==> src/sv/kpib_pkg.sv <==
package kpib_pkg;

  localparam int CODE_W  = 20;  // widest codeword: 32^4 - 1
  localparam int WIN_LEN = 4;

  localparam logic [2:0] CMD_COUNT = 3'd0;
  localparam logic [2:0] CMD_FINAL = 3'd1;
  localparam logic [2:0] CMD_PLACE = 3'd2;
  localparam logic [2:0] CMD_QUERY = 3'd3;
  localparam logic [2:0] CMD_CLEAR = 3'd4;

  localparam logic [1:0] ST_OK    = 2'd0;
  localparam logic [1:0] ST_SHORT = 2'd1;
  localparam logic [1:0] ST_FULL  = 2'd2;
  localparam logic [1:0] ST_RANGE = 2'd3;

  localparam logic [1:0] REG_NUM_CODES   = 2'd0;
  localparam logic [1:0] REG_WORD_LENGTH = 2'd1;

  localparam logic [5:0] NC_RESET = 6'd24;
  localparam logic [2:0] WL_RESET = 3'd3;

  typedef struct packed {
    logic       shift;
    logic       restart;
    logic       clear;
    logic [7:0] residue;
  } win_ctl_t;

  typedef struct packed {
    logic              full;
    logic              busy;
    logic [CODE_W-1:0] cw;
    logic [15:0]       start;
  } win_sts_t;

  typedef struct packed {
    logic [1:0]  status;
    logic [13:0] word_code;
    logic [19:0] slot;
    logic [15:0] sub;
    logic [15:0] seq;
    logic [20:0] offs;
    logic [20:0] cnt;
  } res_t;

endpackage

==> src/sv/kpib_window.sv <==
module kpib_window import kpib_pkg::*; (
  input  logic     clk,
  input  logic     rst_n,
  input  win_ctl_t ctl,
  input  logic [5:0] nc,
  input  logic [2:0] wl,
  output win_sts_t sts
);

  logic [4:0]        win_r [WIN_LEN];
  logic [2:0]        fill_r;
  logic [15:0]       pos_r;
  logic [15:0]       start_r;
  logic              full_r;
  logic              busy_r;
  logic [1:0]        k_r;
  logic [CODE_W-1:0] acc_r;

  logic [2:0]  fill_base;
  logic [2:0]  fill_nxt;
  logic [15:0] pos_base;
  logic [4:0]  code;
  logic        full_nxt;

  always_comb begin
    fill_base = ctl.restart ? 3'd0 : fill_r;
    pos_base  = ctl.restart ? 16'd0 : pos_r;
    fill_nxt  = (fill_base < 3'd4) ? fill_base + 3'd1 : fill_base;
    full_nxt  = (fill_nxt >= wl);
    code      = ({2'b00, ctl.residue[5:0]} == ctl.residue && ctl.residue[5:0] < nc)
                ? ctl.residue[4:0] : 5'd0;
  end

  always_ff @(posedge clk) begin
    if (!rst_n) begin
      for (int i = 0; i < WIN_LEN; i++) win_r[i] <= 5'd0;
      fill_r <= 3'd0;
      pos_r  <= 16'd0;
      full_r <= 1'b0;
      busy_r <= 1'b0;
    end else if (ctl.clear) begin
      for (int i = 0; i < WIN_LEN; i++) win_r[i] <= 5'd0;
      fill_r <= 3'd0;
      pos_r  <= 16'd0;
    end else if (ctl.shift) begin
      win_r[3] <= ctl.restart ? 5'd0 : win_r[2];
      win_r[2] <= ctl.restart ? 5'd0 : win_r[1];
      win_r[1] <= ctl.restart ? 5'd0 : win_r[0];
      win_r[0] <= code;
      fill_r   <= fill_nxt;
      full_r   <= full_nxt;
      busy_r   <= full_nxt;
      k_r      <= 2'(wl - 3'd1);
      acc_r    <= '0;
      if (full_nxt) begin
        start_r <= pos_base;
        pos_r   <= (pos_base != 16'hffff) ? pos_base + 16'd1 : pos_base;
      end else begin
        pos_r <= pos_base;
      end
    end else if (busy_r) begin
      // Horner step, oldest code first
      acc_r <= CODE_W'(acc_r * CODE_W'(nc)) + CODE_W'(win_r[k_r]);
      k_r   <= k_r - 2'd1;
      if (k_r == 2'd0) busy_r <= 1'b0;
    end
  end

  assign sts.full  = full_r;
  assign sts.busy  = busy_r;
  assign sts.cw    = acc_r;
  assign sts.start = start_r;

endmodule

==> config.mk <==
export PLATFORM = sky130hd
export DESIGN_NAME = kpib_window
export DESIGN_NICKNAME = d
export VERILOG_FILES = /design/src/sv/kpib_pkg.sv /design/src/sv/kpib_window.sv
export SDC_FILE = /design/constraint.sdc
export NUM_CORES = 1
export LEC_CHECK = 0
export BUFFER_PORTS_ARGS = -buffer_cell sky130_fd_sc_hd__buf_4
export CORE_MARGIN = 2
export CORE_UTILIZATION = 25
export DETAILED_ROUTE_END_ITERATION = 8
export PLACE_DENSITY = 0.52
export SLEW_MARGIN = 20
export SYNTH_ARGS = -nofsm -noshare
export SYNTH_HDL_FRONTEND = slang
export SYNTH_SLANG_ARGS = --single-unit
==> constraint.sdc <==
create_clock -name clk -period 6.4 [get_ports clk]
set_input_delay 1.28 -clock clk [delete_from_list [all_inputs] [get_ports clk]]
set_output_delay 1.28 -clock clk [all_outputs]
set_load 0.005 [all_outputs]
After elaboration in Yosys (flattened, before gate mapping)
Memories as Yosys holds them, arrays and structs flattened. A register that Yosys moved wholly into a read port is not among the register bits.
Cells that the tools add are included.

storage, ports and cells
  logic and storage cells = 68
  flip-flop bits (word level) = 59
  bits in writable memories = 20
  bits in latches = 0
  memories = 1
  memory bits (read-only) = 0

cells by class
  bitwise gates (word level) = 10
  shift-type cells = 0
  mux-type cells = 32
  multiply operators = 1
  add/subtract/negate cells = 5
  eq/ne operators = 1
  $lt $le $gt $ge = 3
  reductions and logical operators = 8
  div/mod/pow operators = 0

memory list
  memory  words  width  read ports  clocked after memory_dff  write ports  line               RTL
  win_r   4      5      4           1                         4            kpib_window.sv:10  logic [4:0] win_r [WIN_LEN];

operator list
  operator                                                            number
  5-bit 2-to-1 mux                                                    12
  16-bit 2-to-1 mux                                                   3
  20-bit by 5-bit adder with 20-bit output                            1
  20-bit by 6-bit multiplier with 20-bit output                       1
  20-bit 2-to-1 mux                                                   1
  16-bit by 1-bit adder with 16-bit output, second input constant     1
  16-bit inequality test, second input constant                       1
  1-bit 2-to-1 mux                                                    11
  1-bit OR                                                            8
  6-bit < comparator                                                  1
  2-bit 2-to-1 mux                                                    3
  3-bit 2-to-1 mux                                                    2
  2-bit logical NOT                                                   2
  4-bit AND reduction                                                 1
  2-bit by 1-bit subtractor with 2-bit output, second input constant  2
  3-bit by 1-bit adder with 3-bit output, second input constant       1
  3-bit greater-or-equal comparator                                   1
  3-bit < comparator, second input constant                           1
  3-bit AND reduction                                                 1
  1-bit inverter                                                      2
  2-bit AND reduction                                                 1
  2-bit nonzero test                                                  1
  2-bit OR reduction                                                  1
  1-bit logical AND                                                   1

Logic depth before layout (Yosys ltp)
Gate-level depths: netlist of run 1.

  depth in word-level cells = 5
  depth in mapped cells = 16
  mapped depth without buffers = 15

Worst setup path after synthesis of run 1
Ideal clock, no wire load.

  path type = input -> register
  start = input port nc[1]
  end = register acc_r[18], data pin
  path slack = 0.605 ns
  buffers on the path = 2
  cell stages on the path = 15
  data arrival time = 5.533 ns
  cells stage by stage = clkbuf_1 > clkbuf_1 > and2_1 > fa_1 > fa_1 > fa_1 > ha_1 > ha_1 > and3_4 > a221o_1 > a21o_1 > and2_2 > a2111o_1 > a21oi_1 > mux2_1

on the way
  word-level cells in the longest chain between the ends = 3

RTL lines
  item                                           line               RTL
  start: declaration                             kpib_window.sv:5   input logic [5:0] nc,
  20-bit by 6-bit multiplier with 20-bit output  kpib_window.sv:63  acc_r <= CODE_W'(acc_r * CODE_W'(nc)) + CODE_W'(win_r[k_r]);
  20-bit by 5-bit adder with 20-bit output       kpib_window.sv:63
  20-bit 2-to-1 mux                              kpib_window.sv:61  end else if (busy_r) begin
  end signal: assignment                         kpib_window.sv:63
  end: declaration                               kpib_window.sv:17  logic [CODE_W-1:0] acc_r;

No other way between the ends. The select of a mux whose other input is x is not followed.
A chain may end at the register's enable or synchronous reset.

Worst setup path in the final report of run 1
  start = input port nc[4]
  end = register acc_r[18], data pin

The elaborated chain is that of the path after synthesis.

==> impl_metrics.yaml, run 1 <==
yosys:
  syn_avg_cell_area_sq_um: 10.7
  ys_async_sr_fraction_pct: 0
  synth_seq_area_share_pct: 32.2
  yosysWarnings: 0
  synth-seq-cells: 81
  synth.area.top_cells: "edfxtp_1 24%, fa_1 19%, and2_1 9.8%"
  post-synth-top-area-cell: "edfxtp_1"
  synth_fp_nets: 762
  synthCells: 626
  synth-edff-count: 53
  syn_area_sq_um: 6690
  synth_top_area_share_pct: 23.8
  synth_flop_cell: "edfxtp_1"
  synth_cell_types: 52
global_route:
  grt_pass1_wl_um: 26400
  grt-ovfl-total: 0
  grt_max_degree: 33
  grt_usage_pct: 11.8
  grt_pass1_vias: 4731
  antenna_found_initial: 0
sta:
  hold_viol_final: 0
  setup_viol: 0
  period_share_pct: 85.8
  min_period_ps: 5490
  slew_headroom_pct: 55.5
  fin_skew_ps: 8.44
  worst-slew-pin-transition_ps: 664
  max_freq_ghz: 0.182
  setup_tns_ps: 0
  report.final.slew_viol_count: 0
  rsz0062_at_grt: "no"
placed_design:
  portBuffers: 59
  placed_area_sq_um: 7490
  dp_hpwl_um: 11700
  place_congestion: 0.774
worst_hold_path:
  holdPathStages: 1
  worstHoldPathType: "reg -> reg"
  min-delay-start: "pos_r[1]"
finish:
  fin_area_sq_um: 7810
  diodes: 0
  synthToLayoutAreaGrowth_pct: 16.6
  fin_util_pct: 29.8
  layout.nets: 813
  drive_gt1_share_pct: 15.0
critical_path:
  start_kind: "primary input"
  required_ps: 6490
  worst-path-max-fanout: 17
  criticalPathCategory: "in -> reg"
  crit_path_start: "nc[4]"
  r2r_start: "acc_r[7]"
  r2r_cells: 13
  cp-end-kind: "flop"
  critPathArrivalTime_ps: 5580
cts:
  cts.clk_slew.worst_paths_ps: 70
  holdBufCountCts: 0
  cts-resized-gates: 0
  cts_max_path_buffers: 2
  cts_buffers: 9
  cts.sinks: 81
  post_cts_buffers: 0
  h-tree-depth: 3
  clock_latency_ps: 340
  cts_tree: "built"
  root_buffer: "clkbuf_16"
power:
  p_leak_nw: 3.32
  peakVddDrop_v: 0.000173
  pwr_density_cell_nw_per_um2: 326
  switchingPower_mw: 0.980
  seqPwrFrac_pct: 25.7
  switching_share_pct: 38.5
  p_int_mw: 1.56
  combPwrFrac_pct: 52.6
  clkPwrFrac_pct: 21.7
routing:
  viasPerCell: 4.45
  drcViolationCount: 0
  ant_nets: 0
  dr.pass1.iters: 6
  dr.first_iter.drc_count: 235
  wl_per_cell_um: 15.5
  totalWireLength_um: 15800
  vias: 4521
job:
  drv_cap: 0
floorplan:
  die_area_sq_um: 28100
  core_sq_um: 26200
  initial_utilization_pct: 25.5
  io_pins: 60
  die_y_um: 168
  die_x_um: 168
  rows: 59
run_status:
  run_status: "finished clean"
-- state kept, by name, summed over array words and instances, names as in the netlist, named ones only --
name,cells
busy_r,1
win_r,20
start_r,16
acc_r,20
full_r,1
k_r,2
pos_r,16
fill_r,3
-- cell type report --
cell class	count	area [sq um]
fill	2705	18400
timing repair buffer	62	465
clock buffer	9	225
inverter	29	109
tap	335	419
clock inverter	7	86.3
sequential	81	2150
multi-input combinational	494	4350
-- stage by stage --
stage                     power, mW  setup slack, ps  std cells  hold WS, ps
after floorplan                1.70              605        626          448
after global placement         2.01              571       1001          469
after detailed placement       2.02              521       1001          474
after CTS                      2.59              885       1017          494
after global routing           2.79              637       1017          509
final                          2.54              906       1017          489
-- worst paths after layout --
check        slack [ps]   endpoint
max                 910  acc_r[18]
min                 490   pos_r[1]
max reg2reg        1450  acc_r[18]
min reg2reg         490   pos_r[1]
-- cell usage after synthesis (all sizes together), types with 2 or more instances --
master / number
ha: 51
a21o: 13
xor2: 14
xnor2: 22
o211ai: 2
buf: 2
or3: 3
a211oi: 7
o21bai: 3
mux2i: 4
a22oi: 6
a21oi: 14
nand2b: 8
o21ai: 9
nand2: 44
and2: 106
mux4: 5
clkbuf: 20
nand3: 5
and3: 5
nor2b: 26
dfxtp: 28
edfxtp: 53
nor3: 6
inv: 29
o21a: 2
fa: 63
nor2: 49
nor3b: 2
mux2: 6
nand4: 8
-- logic make-up after synthesis --
kind of cell | after synthesis | synth area share, %
AOI/OAI and AO/OA | 61 | 6.32
xor gates and xnor gates | 36 | 4.71
adders and majority gates | 114 | 28.4
buffers and inverters | 51 | 2.97
DFF | 81 | 32.2
muxes | 15 | 3.29
and+or+nand+nor | 268 | 22.2
-- power groups by stage --
| stage | clock network (mW) | logic, mW | registers [mW] |
|---|---|---|---|
| 6_report | 0.551 | 1.34 | 0.654 |
| 5_1_grt | 0.584 | 1.55 | 0.660 |
| 4_1_cts | 0.569 | 1.36 | 0.655 |
| 3_5_place_dp | 0 | 1.35 | 0.667 |
| 3_3_place_gp | 0 | 1.34 | 0.668 |
| 2_1_floorplan | 0 | 1.05 | 0.650 |
-- per-layer routing --
layer | routed length [um] | up-vias | track usage (%)
met2 | 6680 | 91 | 17.9
met5 | 0 | - | 0
met1 | 8170 | 2212 | 17.6
li1 | - | 2210 | -
met3 | 810 | 8 | 2.58
met4 | 112 | 0 | 1.93
-- layout by cell type, fill, tap and decap left out, types with 5 or more instances in the layout --
master,netlist,layout
a22oi_1,6,6
nand2b_1,8,8
inv_1,29,29
mux4_2,5,5
edfxtp_1,53,53
buf_4,2,62
mux2_2,5,5
nand2_1,44,44
nor2b_1,25,25
a21oi_1,14,14
clkbuf_16,0,9
a21o_1,11,11
nand3_1,5,5
nor2_1,49,48
xnor2_1,22,22
ha_1,51,51
xor2_1,14,14
fa_1,63,63
dfxtp_1,28,28
a211oi_1,7,7
o21ai_0,8,8
nand4_1,7,7
and2_1,105,105
-- critical path, stage by stage --
cell and delay [ps]:
buf_4 170, and2_1 180, fa_1 490, fa_1 530
fa_1 520, ha_1 310, ha_1 350, and3_4 220
a221o_1 370, a21o_1 200, and2_2 200, a2111o_1 270
a21oi_1 160, mux2_1 320
Note: power is estimated with default switching activity, not from simulation.
==> run 2: changes to the inputs <==
Settings changed: CTS_CLUSTER_SIZE from default to 28, RECOVER_POWER from default to 25.
==> run 2 against run 1 <==
Compared with the run above: the flow now finishes with violations (capacitance limit, slew limit); global-route usage did not move; wire length down 0.18%; via count barely moved; total power is 0.11% lower; clock skew is 1.2 ps higher; worst hold slack about the same; die area is the same; count of clock-buffer cells in the layout unchanged; cell count is the same; clock power about the same; final area decreased by 0.35%; first-iteration DRC count up 0.43%; highest routed layer unchanged.
==> impl_metrics.yaml, run 2 (synthesis gave the netlist of run 1 again) <==
finish:
  final_cell_mix: "105 x and2_1, 63 x fa_1, 53 x edfxtp_1"
  diodes: 0
  nFillCells: 2705
  final_common_cell: "and2_1"
  final_cells: 1017
  layout.nets: 813
  drive_gt1_share_pct: 13.8
  fin_util_pct: 29.7
  largestRegisters: "acc_r (20), win_r (20)"
  fin_area_sq_um: 7780
  synthToLayoutAreaGrowth_pct: 16.2
sta:
  setup_viol: 0
  whs_ps: 489
  max_freq_ghz: 0.182
  rsz0062_at_grt: "no"
  report.final.slew_viol_count: 33
  hold_viol_final: 0
  slew_headroom_pct: -11.6
  setup_tns_ps: 0
  min_period_ps: 5490
  fin_skew_ps: 9.63
  worst-slew-pin-transition_ps: 1670
  period_share_pct: 85.8
critical_path:
  criticalPathCategory: "in -> reg"
  slowest_stage: "fa_1"
  crit_top_cell: "fa_1"
  crit_path_start: "nc[4]"
  start_kind: "primary input"
  critPathTopFamily: "adder cells"
  crit_chain: "buf_4, and2_1, fa_1, fa_1, fa_1, ha_1, ha_1, and3_4, a221o_1, a21o_1, and2_2, a2111o_1, a21oi_1, mux2_1"
  cpPeakStageDelay_ps: 530
  cp-end-kind: "flop"
  crit_buf_inv: 1
  worst-path-max-fanout: 17
  critPathArrivalTime_ps: 5580
  required_ps: 6490
  r2r_start: "acc_r[7]"
global_route:
  grt_usage_pct: 11.8
  grt-ovfl-total: 0
  grt_pass1_vias: 4731
  grt_pass1_wl_um: 26400
  antenna_found_initial: 0
  grt_max_degree: 33
placed_design:
  place_congestion: 0.774
  portBuffers: 59
  dp_hpwl_um: 11700
  dp.cells: 1001
  placed_area_sq_um: 7490
floorplan:
  die_x_um: 168
  rows: 59
  die_area_sq_um: 28100
  initial_utilization_pct: 25.5
  die_y_um: 168
  core_sq_um: 26200
  io_pins: 60
cts:
  holdBufCountCts: 0
  clock_latency_ps: 350
  h-tree-depth: 3
  cts_max_path_buffers: 2
  root_buffer: "clkbuf_16"
  cts_buffers: 9
  cts-resized-gates: 0
  cts.clk_slew.worst_paths_ps: 70
  cts.sinks: 81
  cts_tree: "built"
  post_cts_buffers: 0
routing:
  viasPerCell: 4.45
  dr.pass1.iters: 4
  vias: 4522
  totalWireLength_um: 15700
  wl_per_cell_um: 15.5
  dr.first_iter.drc_count: 236
  drcViolationCount: 0
  ant_nets: 0
run_status:
  run_status: "complete, but fails checks"
  violations: "capacitance limit, slew limit"
worst_hold_path:
  worstHoldPathType: "reg -> reg"
  min-delay-start: "pos_r[1]"
power:
  peakVddDrop_v: 0.000176
  p_leak_nw: 3.29
  pwr_density_cell_nw_per_um2: 326
job:
  drv_cap: 1
==> run 2: layout make-up <==
type	instances	area [sq um]	share of cell area [%]
Tap cell	335	419	5.39
Timing Repair Buffer	62	443	5.69
Clock inverter	7	86.3	1.11
Sequential cell	81	2150	27.7
Multi-Input combinational cell	494	4340	55.8
Clock buffer	9	225	2.90
Inverter	29	109	1.40
==> run 2: power by group <==
group | switching [mW] | internal, mW | leakage [nW]
sequential | 0.0357 | 0.618 | 0.778
clock | 0.239 | 0.312 | 0.150
combinational | 0.703 | 0.632 | 2.36
==> run 2: per-layer routing <==
layer,track usage (%),part of all wire [%]
met5,0,0
met1,17.6,52
met2,17.9,42
met4,1.93,0.69
met3,2.58,4.6
==> run 2: final timing paths <==
check | slack [ps] | endpoint | depth (start not counted)
min | 490 | pos_r[1] | 1
max | 910 | acc_r[18] | 14
min reg2reg | 490 | pos_r[1] | 1
max reg2reg | 1440 | acc_r[18] | 13
==> run 2: metrics by stage <==
step	total power [mW]	worst slack [ps]
after detailed placement	2.02	521
after CTS	2.59	885
after global placement	2.01	571
after floorplan	1.70	605
final	2.54	906
after global routing	2.79	637
==> run 3: changes to the inputs <==
Settings changed: CORE_ASPECT_RATIO from default to 1.5.
==> run 3 against run 2 <==
Compared with the run above: the flow still finishes with violations (capacitance limit, slew limit); setup slack better by 22 ps; critical path depth did not move; final area is 0.48% lower; clock power down 10%; die area is 0.10% higher; clock skew fell by 2.9 ps; maximum frequency grew 0.40%; non-clock buffer count unchanged; combinational power about the same; global-route usage up 0.63 points; critical path type unchanged; critical endpoint unchanged.
==> impl_metrics.yaml, run 3 (synthesis gave the netlist of run 1 again) <==
run_status:
  run_status: "complete, but fails checks"
  violations: "capacitance limit, slew limit"
floorplan:
  die_x_um: 138
  die_area_sq_um: 28100
  rows: 73
  core_sq_um: 26400
  die_y_um: 204
  initial_utilization_pct: 25.4
  io_pins: 60
power:
  seqPwrFrac_pct: 26.1
  switching_share_pct: 39.4
  p_int_mw: 1.52
  pwr_density_cell_nw_per_um2: 323
  p_total_mw: 2.50
  peakVddDrop_v: 0.000117
  switchingPower_mw: 0.985
  clkPwrFrac_pct: 19.8
  combPwrFrac_pct: 54.1
  p_leak_nw: 3.28
routing:
  dr.first_iter.drc_count: 147
  totalWireLength_um: 16400
  drcViolationCount: 0
  dr.pass1.iters: 4
  viasPerCell: 4.46
  ant_nets: 0
  vias: 4541
  wl_per_cell_um: 16.1
sta:
  worst-slew-pin-transition_ps: 1720
  setup_tns_ps: 0
  rsz0062_at_grt: "no"
  slew_headroom_pct: -14.8
  max_freq_ghz: 0.183
  hold_viol_final: 0
  whs_ps: 486
  report.final.slew_viol_count: 33
  fin_skew_ps: 6.72
  setup_viol: 0
  setup_ws_ps: 928
  min_period_ps: 5470
  period_share_pct: 85.5
finish:
  largestRegisters: "acc_r (20), win_r (20)"
  synthToLayoutAreaGrowth_pct: 15.7
  fin_area_sq_um: 7740
  fin_util_pct: 29.3
  final_cells: 1019
  diodes: 0
  final_common_cell: "and2_1"
  layout.nets: 813
  drive_gt1_share_pct: 13.6
  final_cell_mix: "105 x and2_1, 63 x fa_1, 53 x edfxtp_1"
cts:
  cts_tree: "built"
  post_cts_buffers: 0
  cts_buffers: 9
  cts.sinks: 81
  cts_max_path_buffers: 2
  clock_latency_ps: 340
  h-tree-depth: 3
  cts.clk_slew.worst_paths_ps: 70
  cts-resized-gates: 0
  root_buffer: "clkbuf_16"
  holdBufCountCts: 0
global_route:
  grt_pass1_vias: 4882
  grt_usage_pct: 12.5
  grt_max_degree: 33
  grt_pass1_wl_um: 26900
  grt-ovfl-total: 0
  antenna_found_initial: 0
critical_path:
  cp-end-kind: "flop"
  required_ps: 6490
  criticalPathCategory: "in -> reg"
  worst-path-max-fanout: 17
  start_kind: "primary input"
  critPathArrivalTime_ps: 5560
worst_hold_path:
  worstHoldPathType: "reg -> reg"
placed_design:
  place_congestion: 0.779
  placed_area_sq_um: 7500
  dp_slack_ps: 559
  dp.cells: 1003
  portBuffers: 59
  dp_hpwl_um: 12800
job:
  drv_cap: 1
==> run 3: changes by cell type in the layout (fill, tap and decap cells not counted), sizes merged <==
cell and change:
buf +4, bufinv -1, clkbuf -4, clkinv +1, clkinvlp -1, inv +1
==> run 3: power groups by stage <==
stage	Sequential (mW)	Clock (mW)	Combinational [mW]
floorplan	0.650	0	1.05
global placement	0.668	0	1.36
detailed placement	0.668	0	1.38
CTS	0.656	0.511	1.38
global route	0.660	0.530	1.56
finish	0.654	0.495	1.35
==> run 3: final cells by class <==
cell class                 count  area [sq um]
fill                        2753         18700
multi-input combinational    494          4340
sequential                    81          2150
timing repair buffer          62           439
tap                          337           422
clock buffer                   9           225
inverter                      29           109
clock inverter                 7          50.0
==> run 3: worst max-delay path, stage by stage <==
cell and delay [ps]:
buf_4 180, and2_1 190, fa_1 500, fa_1 530, fa_1 500, ha_1 300, ha_1 340, and3_4 210
a221o_1 360, a21o_1 200, and2_2 200, a2111o_1 280, a21oi_1 150, mux2_1 330
==> run 3: routing by layer <==
layer | share of wire (%) | global-route usage (%)
met5 | 0 | 0
met4 | 0.73 | 2.47
met2 | 56 | 23.5
met1 | 41 | 14.8
met3 | 2.1 | 1.76
==> run 3: worst paths after layout <==
check	start	endpoint	slack, ps	cells past startpoint
worst max register to register	acc_r[8]	acc_r[18]	1480	13
worst min-delay path	pos_r[1]	pos_r[1]	490	1
worst max-delay path	nc[4]	acc_r[18]	930	14
worst min register to register	pos_r[1]	pos_r[1]	490	1
